`src/rtl/core/clsr_pkg.sv`:
```
// clsr_pkg: shared types and constants for the combined lcg shuffle generator
// used by every module under rtl/core; no dependencies of its own
`default_nettype none

package clsr_pkg;

   // default shuffle table depth
   localparam int TABLE_SIZE_DEF = 32;

   // generator moduli and multipliers
   localparam logic [30:0] MOD1 = 31'd2147483563;
   localparam logic [30:0] MOD2 = 31'd2147483399;
   localparam logic [15:0] MUL1 = 16'd40014;
   localparam logic [15:0] MUL2 = 16'd40692;

   // 2^31 minus each modulus, used to fold the high product bits
   localparam logic [7:0] FOLD1 = 8'd85;
   localparam logic [7:0] FOLD2 = 8'd249;

   // largest output value and reset values
   localparam logic [30:0] OUT_MAX    = 31'd2147483562;
   localparam logic [30:0] SEED_RESET = 31'd1024;
   localparam logic [30:0] G1_RESET   = 31'd1;
   localparam logic [30:0] G2_RESET   = 31'd123456789;

   // which generator an operation belongs to
   typedef enum logic {
      GEN_FIRST,
      GEN_SECOND
   } gen_sel_type;

   // request into the shared modular multiplier
   typedef struct packed {
      logic        valid;
      gen_sel_type sel;
      logic [30:0] operand;
   } mm_req_type;

   // result out of the shared modular multiplier
   typedef struct packed {
      logic        valid;
      gen_sel_type sel;
      logic [30:0] value;
   } mm_rsp_type;

   // sequencer states
   typedef enum logic [3:0] {
      ST_IDLE,
      ST_SEED_INIT,
      ST_SEED_ISSUE,
      ST_SEED_WAIT,
      ST_DRAW_G1,
      ST_DRAW_G2,
      ST_DRAW_WAIT,
      ST_DRAW_READ,
      ST_DRAW_CALC,
      ST_DRAW_OUT
   } state_type;

endpackage

`default_nettype wire

```
`src/rtl/core/combined_lcg_shuffle_rng.sv`:
```
// combined_lcg_shuffle_rng: top level with sequencer, generator state and shuffle memory
// depends on clsr_pkg, clsr_modmul and clsr_slot_div
//
// Usage
//   req channel: one transaction asks for one draw; req_tdata[0] = reseed.
//   rsp channel: one transaction per draw, rsp_tdata[30:0] = value in 1..2147483562.
//   csr port: csr_wr_en writes csr_wr_data as the seed; write only while idle.
// Sequencing
//   a plain draw passes both generator steps through the three-stage modular
//   multiplier back to back, then table read, combine and output load; the next
//   request can be taken in the cycle that rsp_tvalid rises. A reseed first
//   runs the warm-up and fill steps, each a dependent pass through the
//   multiplier. One draw is in flight at a time; req_tready is low until the
//   draw has reached the output register.
// Reset
//   the seed returns to 1024 and a seeding is pending, so the first draw
//   always seeds. The table is not cleared; seeding fills all of it.
// Stalls
//   a response waits in the output register until rsp_tready; a new request
//   is still taken meanwhile and its result is held back until the register frees.
`default_nettype none

module combined_lcg_shuffle_rng #(
   parameter int TABLE_SIZE = clsr_pkg::TABLE_SIZE_DEF
) (
   input  wire         clock,
   input  wire         reset,
   // configuration
   input  wire         csr_wr_en,
   input  wire  [30:0] csr_wr_data,   // seed_value
   // request stream
   input  wire         req_tvalid,
   output logic        req_tready,
   input  wire  [7:0]  req_tdata,     // [0] reseed, [7:1] zero fill
   // response stream
   output logic        rsp_tvalid,
   input  wire         rsp_tready,
   output logic [31:0] rsp_tdata      // [30:0] random_value, [31] zero fill
);

   localparam int IDX_W  = $clog2(TABLE_SIZE);
   localparam int STEP_W = $clog2(TABLE_SIZE + 8);
   localparam logic [STEP_W-1:0] LAST_STEP  = STEP_W'(TABLE_SIZE + 7);
   localparam logic [STEP_W-1:0] FILL_START = STEP_W'(8);

   clsr_pkg::state_type state_ff, state_in;

   logic [30:0]       seed_ff;
   logic [30:0]       g1_ff;
   logic [30:0]       g2_ff;
   logic [30:0]       last_out_ff;
   logic              needs_seed_ff;
   logic              g2_seen_ff;
   logic [STEP_W-1:0] cnt_ff;
   logic              rsp_valid_ff, rsp_valid_in;
   logic [30:0]       rsp_data_ff;

   logic [30:0] shuf_mem [TABLE_SIZE];
   logic [30:0] tbl_rdata_ff;

   clsr_pkg::mm_req_type mm_req;
   clsr_pkg::mm_rsp_type mm_rsp;

   logic             div_start;
   logic             div_done;
   logic [IDX_W-1:0] slot;

   logic             req_accept;
   logic             out_free;
   logic             seed_load;
   logic             draw_commit;
   logic             out_load;
   logic             cnt_clr;
   logic             g2_clr;
   logic             seed_last;
   logic             tbl_we;
   logic             tbl_re;
   logic [IDX_W-1:0] tbl_waddr;
   logic [30:0]      tbl_wdata;

   logic [30:0]       seed_red;
   logic [30:0]       seed_fix;
   logic [31:0]       diff;
   logic [31:0]       wrapped;
   logic [30:0]       y_val;
   logic [STEP_W-1:0] fill_idx;

   assign req_accept = req_tvalid && req_tready;
   assign out_free   = !rsp_valid_ff || rsp_tready;
   assign seed_last  = (cnt_ff == LAST_STEP);
   assign fill_idx   = LAST_STEP - cnt_ff;

   // seed cleanup: reduce below the first modulus, zero becomes one
   always_comb begin
      seed_red = (seed_ff >= clsr_pkg::MOD1) ? (seed_ff - clsr_pkg::MOD1) : seed_ff;
      seed_fix = (seed_red == '0) ? 31'd1 : seed_red;
   end

   // draw output: table entry minus second generator, wrapped into range
   always_comb begin
      diff    = {1'b0, tbl_rdata_ff} - {1'b0, g2_ff};
      wrapped = diff + {1'b0, clsr_pkg::OUT_MAX};
      y_val   = (diff[31] || (diff == '0)) ? wrapped[30:0] : diff[30:0];
   end

   // shared units
   clsr_modmul u_modmul (
      .clock (clock),
      .reset (reset),
      .req   (mm_req),
      .rsp   (mm_rsp)
   );

   clsr_slot_div #(
      .TABLE_SIZE (TABLE_SIZE)
   ) u_slot_div (
      .clock    (clock),
      .reset    (reset),
      .start    (div_start),
      .dividend (last_out_ff),
      .done     (div_done),
      .quotient (slot)
   );

   // next state
   always_comb begin
      state_in = state_ff;
      unique case (state_ff)
         clsr_pkg::ST_IDLE: begin
            if (req_accept) begin
               state_in = (req_tdata[0] || needs_seed_ff) ? clsr_pkg::ST_SEED_INIT
                                                          : clsr_pkg::ST_DRAW_G1;
            end
         end
         clsr_pkg::ST_SEED_INIT:  state_in = clsr_pkg::ST_SEED_ISSUE;
         clsr_pkg::ST_SEED_ISSUE: state_in = clsr_pkg::ST_SEED_WAIT;
         clsr_pkg::ST_SEED_WAIT: begin
            if (mm_rsp.valid) begin
               state_in = seed_last ? clsr_pkg::ST_DRAW_G1 : clsr_pkg::ST_SEED_ISSUE;
            end
         end
         clsr_pkg::ST_DRAW_G1: state_in = clsr_pkg::ST_DRAW_G2;
         clsr_pkg::ST_DRAW_G2: state_in = clsr_pkg::ST_DRAW_WAIT;
         clsr_pkg::ST_DRAW_WAIT: begin
            if (div_done && g2_seen_ff) begin
               state_in = clsr_pkg::ST_DRAW_READ;
            end
         end
         clsr_pkg::ST_DRAW_READ: state_in = clsr_pkg::ST_DRAW_CALC;
         clsr_pkg::ST_DRAW_CALC: state_in = clsr_pkg::ST_DRAW_OUT;
         clsr_pkg::ST_DRAW_OUT: begin
            if (out_free) begin
               state_in = clsr_pkg::ST_IDLE;
            end
         end
         default: state_in = clsr_pkg::ST_IDLE;
      endcase
   end

   // sequencer outputs
   always_comb begin
      req_tready     = 1'b0;
      mm_req.valid   = 1'b0;
      mm_req.sel     = clsr_pkg::GEN_FIRST;
      mm_req.operand = g1_ff;
      div_start      = 1'b0;
      seed_load      = 1'b0;
      draw_commit    = 1'b0;
      out_load       = 1'b0;
      cnt_clr        = 1'b0;
      g2_clr         = 1'b0;
      tbl_we         = 1'b0;
      tbl_re         = 1'b0;
      tbl_waddr      = slot;
      tbl_wdata      = g1_ff;
      unique case (state_ff)
         clsr_pkg::ST_IDLE: begin
            req_tready = !reset;
         end
         clsr_pkg::ST_SEED_INIT: begin
            seed_load = 1'b1;
            cnt_clr   = 1'b1;
         end
         clsr_pkg::ST_SEED_ISSUE: begin
            mm_req.valid = 1'b1;
         end
         clsr_pkg::ST_SEED_WAIT: begin
            // the last TABLE_SIZE warm-up values fill the table top down
            if (mm_rsp.valid && (cnt_ff >= FILL_START)) begin
               tbl_we    = 1'b1;
               tbl_waddr = fill_idx[IDX_W-1:0];
               tbl_wdata = mm_rsp.value;
            end
         end
         clsr_pkg::ST_DRAW_G1: begin
            mm_req.valid = 1'b1;
            div_start    = 1'b1;
            g2_clr       = 1'b1;
         end
         clsr_pkg::ST_DRAW_G2: begin
            mm_req.valid   = 1'b1;
            mm_req.sel     = clsr_pkg::GEN_SECOND;
            mm_req.operand = g2_ff;
         end
         clsr_pkg::ST_DRAW_WAIT: begin
         end
         clsr_pkg::ST_DRAW_READ: begin
            tbl_re = 1'b1;
         end
         clsr_pkg::ST_DRAW_CALC: begin
            draw_commit = 1'b1;
            tbl_we      = 1'b1;
         end
         clsr_pkg::ST_DRAW_OUT: begin
            out_load = out_free;
         end
         default: begin
         end
      endcase
   end

   // output register valid
   always_comb begin
      if (out_load) begin
         rsp_valid_in = 1'b1;
      end else if (rsp_tready) begin
         rsp_valid_in = 1'b0;
      end else begin
         rsp_valid_in = rsp_valid_ff;
      end
   end

   // control state
   always_ff @(posedge clock) begin
      if (reset) begin
         state_ff      <= clsr_pkg::ST_IDLE;
         seed_ff       <= clsr_pkg::SEED_RESET;
         needs_seed_ff <= 1'b1;
         g2_seen_ff    <= 1'b0;
         cnt_ff        <= '0;
         rsp_valid_ff  <= 1'b0;
      end else begin
         state_ff     <= state_in;
         rsp_valid_ff <= rsp_valid_in;
         if (csr_wr_en) begin
            seed_ff <= csr_wr_data;
         end
         if (state_ff == clsr_pkg::ST_SEED_WAIT && mm_rsp.valid && seed_last) begin
            needs_seed_ff <= 1'b0;
         end
         if (g2_clr) begin
            g2_seen_ff <= 1'b0;
         end else if (mm_rsp.valid && mm_rsp.sel == clsr_pkg::GEN_SECOND) begin
            g2_seen_ff <= 1'b1;
         end
         if (cnt_clr) begin
            cnt_ff <= '0;
         end else if (state_ff == clsr_pkg::ST_SEED_WAIT && mm_rsp.valid) begin
            cnt_ff <= cnt_ff + STEP_W'(1);
         end
      end
   end

   // generator state and last output
   always_ff @(posedge clock) begin
      if (reset) begin
         g1_ff       <= clsr_pkg::G1_RESET;
         g2_ff       <= clsr_pkg::G2_RESET;
         last_out_ff <= '0;
      end else begin
         if (seed_load) begin
            g1_ff <= seed_fix;
            g2_ff <= seed_fix;
         end else if (mm_rsp.valid) begin
            if (mm_rsp.sel == clsr_pkg::GEN_FIRST) begin
               g1_ff <= mm_rsp.value;
            end else begin
               g2_ff <= mm_rsp.value;
            end
         end
         // slot 0 is the last warm-up value; draws overwrite it
         if (state_ff == clsr_pkg::ST_SEED_WAIT && mm_rsp.valid && seed_last) begin
            last_out_ff <= mm_rsp.value;
         end else if (draw_commit) begin
            last_out_ff <= y_val;
         end
      end
   end

   // shuffle memory
   always_ff @(posedge clock) begin
      if (tbl_we) begin
         shuf_mem[tbl_waddr] <= tbl_wdata;
      end
   end

   always_ff @(posedge clock) begin
      if (tbl_re) begin
         tbl_rdata_ff <= shuf_mem[slot];
      end
   end

   // output data
   always_ff @(posedge clock) begin
      if (out_load) begin
         rsp_data_ff <= last_out_ff;
      end
   end

   assign rsp_tvalid = rsp_valid_ff;
   assign rsp_tdata  = {1'b0, rsp_data_ff};

endmodule

`default_nettype wire

```
`src/rtl/core/clsr_modmul.sv`:
```
// clsr_modmul: shared three-stage unit computing mul * g mod m for either generator
// depends on clsr_pkg for moduli, multipliers and request/response structs
`default_nettype none

module clsr_modmul (
   input  wire                 clock,
   input  wire                 reset,
   input  clsr_pkg::mm_req_type req,
   output clsr_pkg::mm_rsp_type rsp
);

   logic                  s1_valid_ff, s1_valid_in;
   clsr_pkg::gen_sel_type s1_sel_ff, s1_sel_in;
   logic [46:0]           s1_prod_ff, s1_prod_in;

   logic                  s2_valid_ff, s2_valid_in;
   clsr_pkg::gen_sel_type s2_sel_ff, s2_sel_in;
   logic [31:0]           s2_fold_ff, s2_fold_in;

   logic                  s3_valid_ff, s3_valid_in;
   clsr_pkg::gen_sel_type s3_sel_ff, s3_sel_in;
   logic [30:0]           s3_value_ff, s3_value_in;

   logic [15:0] mul_c;
   logic [7:0]  fold_c;
   logic [23:0] hi_scaled;
   logic [31:0] mod_c;

   // stage 1: 16 x 31 product
   always_comb begin
      mul_c       = (req.sel == clsr_pkg::GEN_FIRST) ? clsr_pkg::MUL1 : clsr_pkg::MUL2;
      s1_valid_in = req.valid;
      s1_sel_in   = req.sel;
      s1_prod_in  = {31'd0, mul_c} * {16'd0, req.operand};
   end

   // stage 2: fold bits above 2^31 back in, since 2^31 = c mod m
   always_comb begin
      fold_c      = (s1_sel_ff == clsr_pkg::GEN_FIRST) ? clsr_pkg::FOLD1 : clsr_pkg::FOLD2;
      hi_scaled   = {8'd0, s1_prod_ff[46:31]} * {16'd0, fold_c};
      s2_valid_in = s1_valid_ff;
      s2_sel_in   = s1_sel_ff;
      s2_fold_in  = {1'b0, s1_prod_ff[30:0]} + {8'd0, hi_scaled};
   end

   // stage 3: folded value is below 2m, one conditional subtract finishes it
   always_comb begin
      mod_c       = (s2_sel_ff == clsr_pkg::GEN_FIRST) ? {1'b0, clsr_pkg::MOD1}
                                                       : {1'b0, clsr_pkg::MOD2};
      s3_valid_in = s2_valid_ff;
      s3_sel_in   = s2_sel_ff;
      if (s2_fold_ff >= mod_c) begin
         s3_value_in = 31'(s2_fold_ff - mod_c);
      end else begin
         s3_value_in = s2_fold_ff[30:0];
      end
   end

   // valid pipeline
   always_ff @(posedge clock) begin
      if (reset) begin
         s1_valid_ff <= 1'b0;
         s2_valid_ff <= 1'b0;
         s3_valid_ff <= 1'b0;
      end else begin
         s1_valid_ff <= s1_valid_in;
         s2_valid_ff <= s2_valid_in;
         s3_valid_ff <= s3_valid_in;
      end
   end

   // data pipeline
   always_ff @(posedge clock) begin
      s1_sel_ff   <= s1_sel_in;
      s1_prod_ff  <= s1_prod_in;
      s2_sel_ff   <= s2_sel_in;
      s2_fold_ff  <= s2_fold_in;
      s3_sel_ff   <= s3_sel_in;
      s3_value_ff <= s3_value_in;
   end

   assign rsp.valid = s3_valid_ff;
   assign rsp.sel   = s3_sel_ff;
   assign rsp.value = s3_value_ff;

endmodule

`default_nettype wire

```
`src/rtl/core/clsr_slot_div.sv`:
```
// clsr_slot_div: reciprocal multiplier giving the shuffle slot, result ready the cycle after start
// depends on clsr_pkg for the output range constant
`default_nettype none

module clsr_slot_div #(
   parameter int TABLE_SIZE = clsr_pkg::TABLE_SIZE_DEF
) (
   input  wire                          clock,
   input  wire                          reset,
   input  wire                          start,
   input  wire  [30:0]                  dividend,
   output logic                         done,
   output logic [$clog2(TABLE_SIZE)-1:0] quotient
);

   localparam int     IDX_W    = $clog2(TABLE_SIZE);
   localparam longint SLOT_DIV = 1 + longint'(clsr_pkg::OUT_MAX) / TABLE_SIZE;
   // shift of 31 plus the divisor width keeps the quotient exact for any 31-bit dividend
   localparam int     DIV_W    = $clog2(SLOT_DIV);
   localparam int     SHIFT    = 31 + DIV_W;
   localparam longint RECIP_L  = ((longint'(1) << SHIFT) - 1) / SLOT_DIV + 1;
   localparam logic [31:0]      RECIP    = 32'(RECIP_L);
   localparam logic [IDX_W-1:0] TOP_SLOT = IDX_W'(TABLE_SIZE - 1);

   logic [62:0] prod_ff, prod_in;
   logic        done_ff, done_in;
   logic [31:0] quo_wide;

   // dividend times the scaled reciprocal, captured on start
   always_comb begin
      prod_in = start ? ({32'd0, dividend} * {31'd0, RECIP}) : prod_ff;
      done_in = done_ff || start;
   end

   always_ff @(posedge clock) begin
      if (reset) begin
         done_ff <= 1'b0;
      end else begin
         done_ff <= done_in;
      end
   end

   always_ff @(posedge clock) begin
      prod_ff <= prod_in;
   end

   // upper product bits are the slot, clamped to the top slot
   always_comb begin
      quo_wide = 32'(prod_ff >> SHIFT);
      quotient = (quo_wide > 32'(TABLE_SIZE - 1)) ? TOP_SLOT : quo_wide[IDX_W-1:0];
   end

   assign done = done_ff;

endmodule

`default_nettype wire

```
`config.mk`:
```
export PLATFORM = sky130hd
export DESIGN_NAME = combined_lcg_shuffle_rng
export DESIGN_NICKNAME = d
export VERILOG_FILES = /design/src/rtl/core/clsr_pkg.sv /design/src/rtl/core/combined_lcg_shuffle_rng.sv /design/src/rtl/core/clsr_modmul.sv /design/src/rtl/core/clsr_slot_div.sv
export SDC_FILE = /design/constraint.sdc
export NUM_CORES = 2
export LEC_CHECK = 0
export BUFFER_PORTS_ARGS = -buffer_cell sky130_fd_sc_hd__buf_2
export CAP_MARGIN = 30
export CORE_UTILIZATION = 23
export CTS_BUF_LIST = sky130_fd_sc_hd__clkbuf_16
export CTS_CLUSTER_SIZE = 12
export DETAILED_ROUTE_END_ITERATION = 12
export PLACE_DENSITY = 0.48
export SYNTH_ARGS = -nofsm -noshare
export SYNTH_HDL_FRONTEND = slang
export SYNTH_SLANG_ARGS = --single-unit
export TNS_END_PERCENT = 1
```
`constraint.sdc`:
```
create_clock -name clock -period 10.3 [get_ports clock]
set_input_delay 0.515 -clock clock [delete_from_list [all_inputs] [get_ports clock]]
set_output_delay 0.515 -clock clock [all_outputs]
set_load 0.01 [all_outputs]
```
==> out/qor.yml <==
run_status:
  status: "completed"
setup_path:
  slowest_delay_ns: 0.70
  crit_type: "flop to flop"
  end_kind: "flop"
  crit_top_cell: "fa_1"
  crit_slowest_cell: "o311ai_0"
  critPathMaxFanout: 34
  arrival_ns: 9.45
  worstPathRequired_ns: 11.04
  cp-start-kind: "flop"
yosys:
  netlist.area_leader.share_pct: 44.6
  synth-seq-cells: 1313
  synthTopCellsByCount: "1060 x edfxtp_1, 605 x inv_1, 443 x ha_1"
  ys_warn_count: 0
  synthTopCellsByArea: "edfxtp_1 45%, fa_1 9.5%, ha_1 7.8%"
  synth-compound-area-share_pct: 7.50
  synth_xor_area_share_pct: 2.04
  synth_mux_area_share_pct: 9.81
  synthCells: 5513
  synth_top_area_cell: "edfxtp_1"
  ys_types: 87
  synth-adder-area-share_pct: 17.2
  synth_edf_count: 1060
  synthSimpleGateAreaFrac_pct: 7.27
  synth-seq-area-share_pct: 51.7
  synthFlopType: "edfxtp_1"
  synth_top_family_by_area: "adder cells"
  async_flop_share_pct: 0
  synth_most_common_cell: "edfxtp_1"
  synth_area_um2: 71300
  synth_fp_nets: 6337
  syn_area_per_cell_um2: 12.9
floorplanning:
  fp.dieH_um: 559
  io_pins: 78
  die-area_um2: 312000
  core_um2: 309000
  rows: 204
  die_w_um: 559
  start_util_pct: 23.1
place:
  postPlaceCellArea_um2: 77000
  gp_congestion: 0.856
  port_buffers: 69
  dp_hpwl_um: 141000
timing:
  slew_viol_final: 0
  finalCritPeriodShare_pct: 84.6
  finClkSkew_ns: 0.0803
  finalHoldViolations: 0
  setup_viol: 0
  relSlewSlack_pct: 31.6
  achievable-frequency_ghz: 0.115
  period_minus_slack_ns: 8.71
  setup_tns_ns: 0
  tightest_slew_ns: 1.03
  rsz0062_at_grt: "no"
clocking:
  post_cts_resized: 0
  cts_sinks: 1313
  clkTransAtPathRegs_ns: 0.06
  post-cts-setup-buffer-count: 0
  htreeDepth: 4
  numCtsBuffers: 149
  cts_root_buf: "clkbuf_16"
  cts_tree: "built"
  clockBufferDepth: 3
  clk_latency_ns: 0.81
cells_and_area:
  register_area_um2: 36900
  area_growth_pct: 15.0
  multi_input_area_um2: 31600
  fillers: 31800
  fin_nets: 6440
  fin_area_um2: 82100
  layout-drive-gt1-share_pct: 14.2
routing:
  drcViolationCount: 0
  drtAntennaViolNets: 0
  firstDrtPassIters: 6
  drt-wirelength-per-cell_um: 20.6
  routed-via-count: 43500
  drt-total-wl_um: 203000
  drt_iter0_drc: 3211
  viasPerCell: 4.41
global_route:
  grt_pass1_vias: 45200
  globalRouteOverflowTotal: 0
  grt_usage_pct: 12.8
  grt_pass1_wl_um: 301000
  grt_max_degree: 149
  antenna_found_initial: 15
hold_path:
  hold_class: "primary input to flop"
job:
  cap_violations: 0
power_and_ir_drop:
  p_leak_nw: 32.4
  peakVddDrop_mv: 0.494
  p_per_area_nw_per_um2: 279
[path summary, 6_finish.rpt]
path	start	cells past startpoint	end	slack, ns
worst min-delay path	rsp_tready	3	rsp_tvalid	0.17
worst max-delay path	state_ff[0]	28	u_modmul.s1_prod_ff[44]	1.59
worst max register to register	state_ff[0]	28	u_modmul.s1_prod_ff[44]	1.59
worst min register to register	u_modmul.s1_valid_ff	1	u_modmul.s2_valid_ff	0.44
[repair_timing]
action,in CTS,in global routing
endpoints found under the hold margin,31,0
hold buffers,31,0
setup endpoints to repair,0,0
[cells in the final DEF (no fill, tap or decap), types with 65 or more instances in the layout]
cell and instances:
a21o_1 65, a21oi_1 195, a221oi_1 65, buf_2 70
buf_4 69, clkbuf_16 151, dfxtp_1 253, edfxtp_1 1060
fa_1 337, ha_1 443, inv_1 642, mux2_2 220
mux2i_1 103, mux4_2 155, nand2_1 389, nand3_1 85
nor2_1 237, o21ai_0 231, xnor2_1 116
[metal layers]
layer	GRT usage [%]	share of wire, %
met4	4.29	3.1
met3	1.63	4.1
met1	17.0	45
met2	21.6	48
met5	0	0.0064
[worst max-delay path: cells and delay by family, from the launching register on]
| kind | cells | cell delay, ns |
|---|---|---|
| buffers and inverters | 5 | 0.92 |
| adder cells (fa/ha/maj) | 7 | 2.96 |
| flip-flops | 1 | 0.63 |
| AO/OA/AOI/OAI | 5 | 1.37 |
| XOR/XNOR | 1 | 0.17 |
| AND/OR/NAND/NOR | 10 | 2.59 |
[area by class of cell]
| cell class | count | share of cell area, % |
|---|---|---|
| diodes | 4 | 0.0122 |
| clock buffers | 151 | 4.60 |
| clock inverters | 117 | 1.16 |
| inverters | 607 | 2.78 |
| multi-input cells | 3364 | 38.5 |
| flip-flops and latches | 1313 | 45.0 |
| well taps | 4120 | 6.28 |
| repair buffers | 181 | 1.68 |
[per-stage QoR]
step | power, mW | util, % | instances | hold slack, ns | setup WS [ns]
after floorplan | 15.1 | - | 5513 | 0.386 | 2.49
after global placement | 17.9 | 24.9 | 9542 | 0.416 | 1.55
after detailed placement | 17.9 | 25.0 | 9554 | 0.428 | 1.51
after CTS | 23.2 | 26.6 | 9853 | 0.121 | 1.50
after global routing | 24.9 | 26.6 | 9854 | 0.143 | 0.950
final | 22.9 | 26.6 | 9857 | 0.169 | 1.59
[state kept, by name, summed over array words and instances (netlist names)]
| signal | flops |
|---|---|
| rsp_data_ff | 31 |
| needs_seed_ff | 1 |
| shuf_mem | 992 |
| u_modmul.s2_sel_ff | 1 |
| u_modmul.s1_prod_ff | 46 |
| u_slot_div.prod_ff | 6 |
| seed_ff | 31 |
| g2_ff | 31 |
| u_modmul.s3_value_ff | 31 |
| u_modmul.s2_fold_ff | 32 |
| last_out_ff | 31 |
| g1_ff | 31 |
| u_modmul.s1_valid_ff | 1 |
| u_modmul.s3_valid_ff | 1 |
| rsp_tvalid | 1 |
| state_ff | 4 |
| u_modmul.s3_sel_ff | 1 |
| g2_seen_ff | 1 |
| u_modmul.s1_sel_ff | 1 |
| u_slot_div.done | 1 |
| u_modmul.s2_valid_ff | 1 |
| tbl_rdata_ff | 31 |
| cnt_ff | 6 |
[power by group]
group | total (mW) | internal [mW] | switching [mW]
Clock | 5.12 | 2.91 | 2.21
Combinational | 10.8 | 4.58 | 6.26
Sequential | 6.92 | 6.39 | 0.531
[cell families (layout without fill, tap and decap cells)]
| logic type | after synthesis | count (layout) |
|---|---|---|
| other cells | 2 | 6 |
| flops | 1313 | 1313 |
| buf+inv | 836 | 1056 |
| fa+ha+maj | 780 | 780 |
| compound gates | 828 | 828 |
| xor+xnor | 166 | 166 |
| simple gates | 1110 | 1110 |
| mux | 478 | 478 |
(Power assumes the default switching activity.)
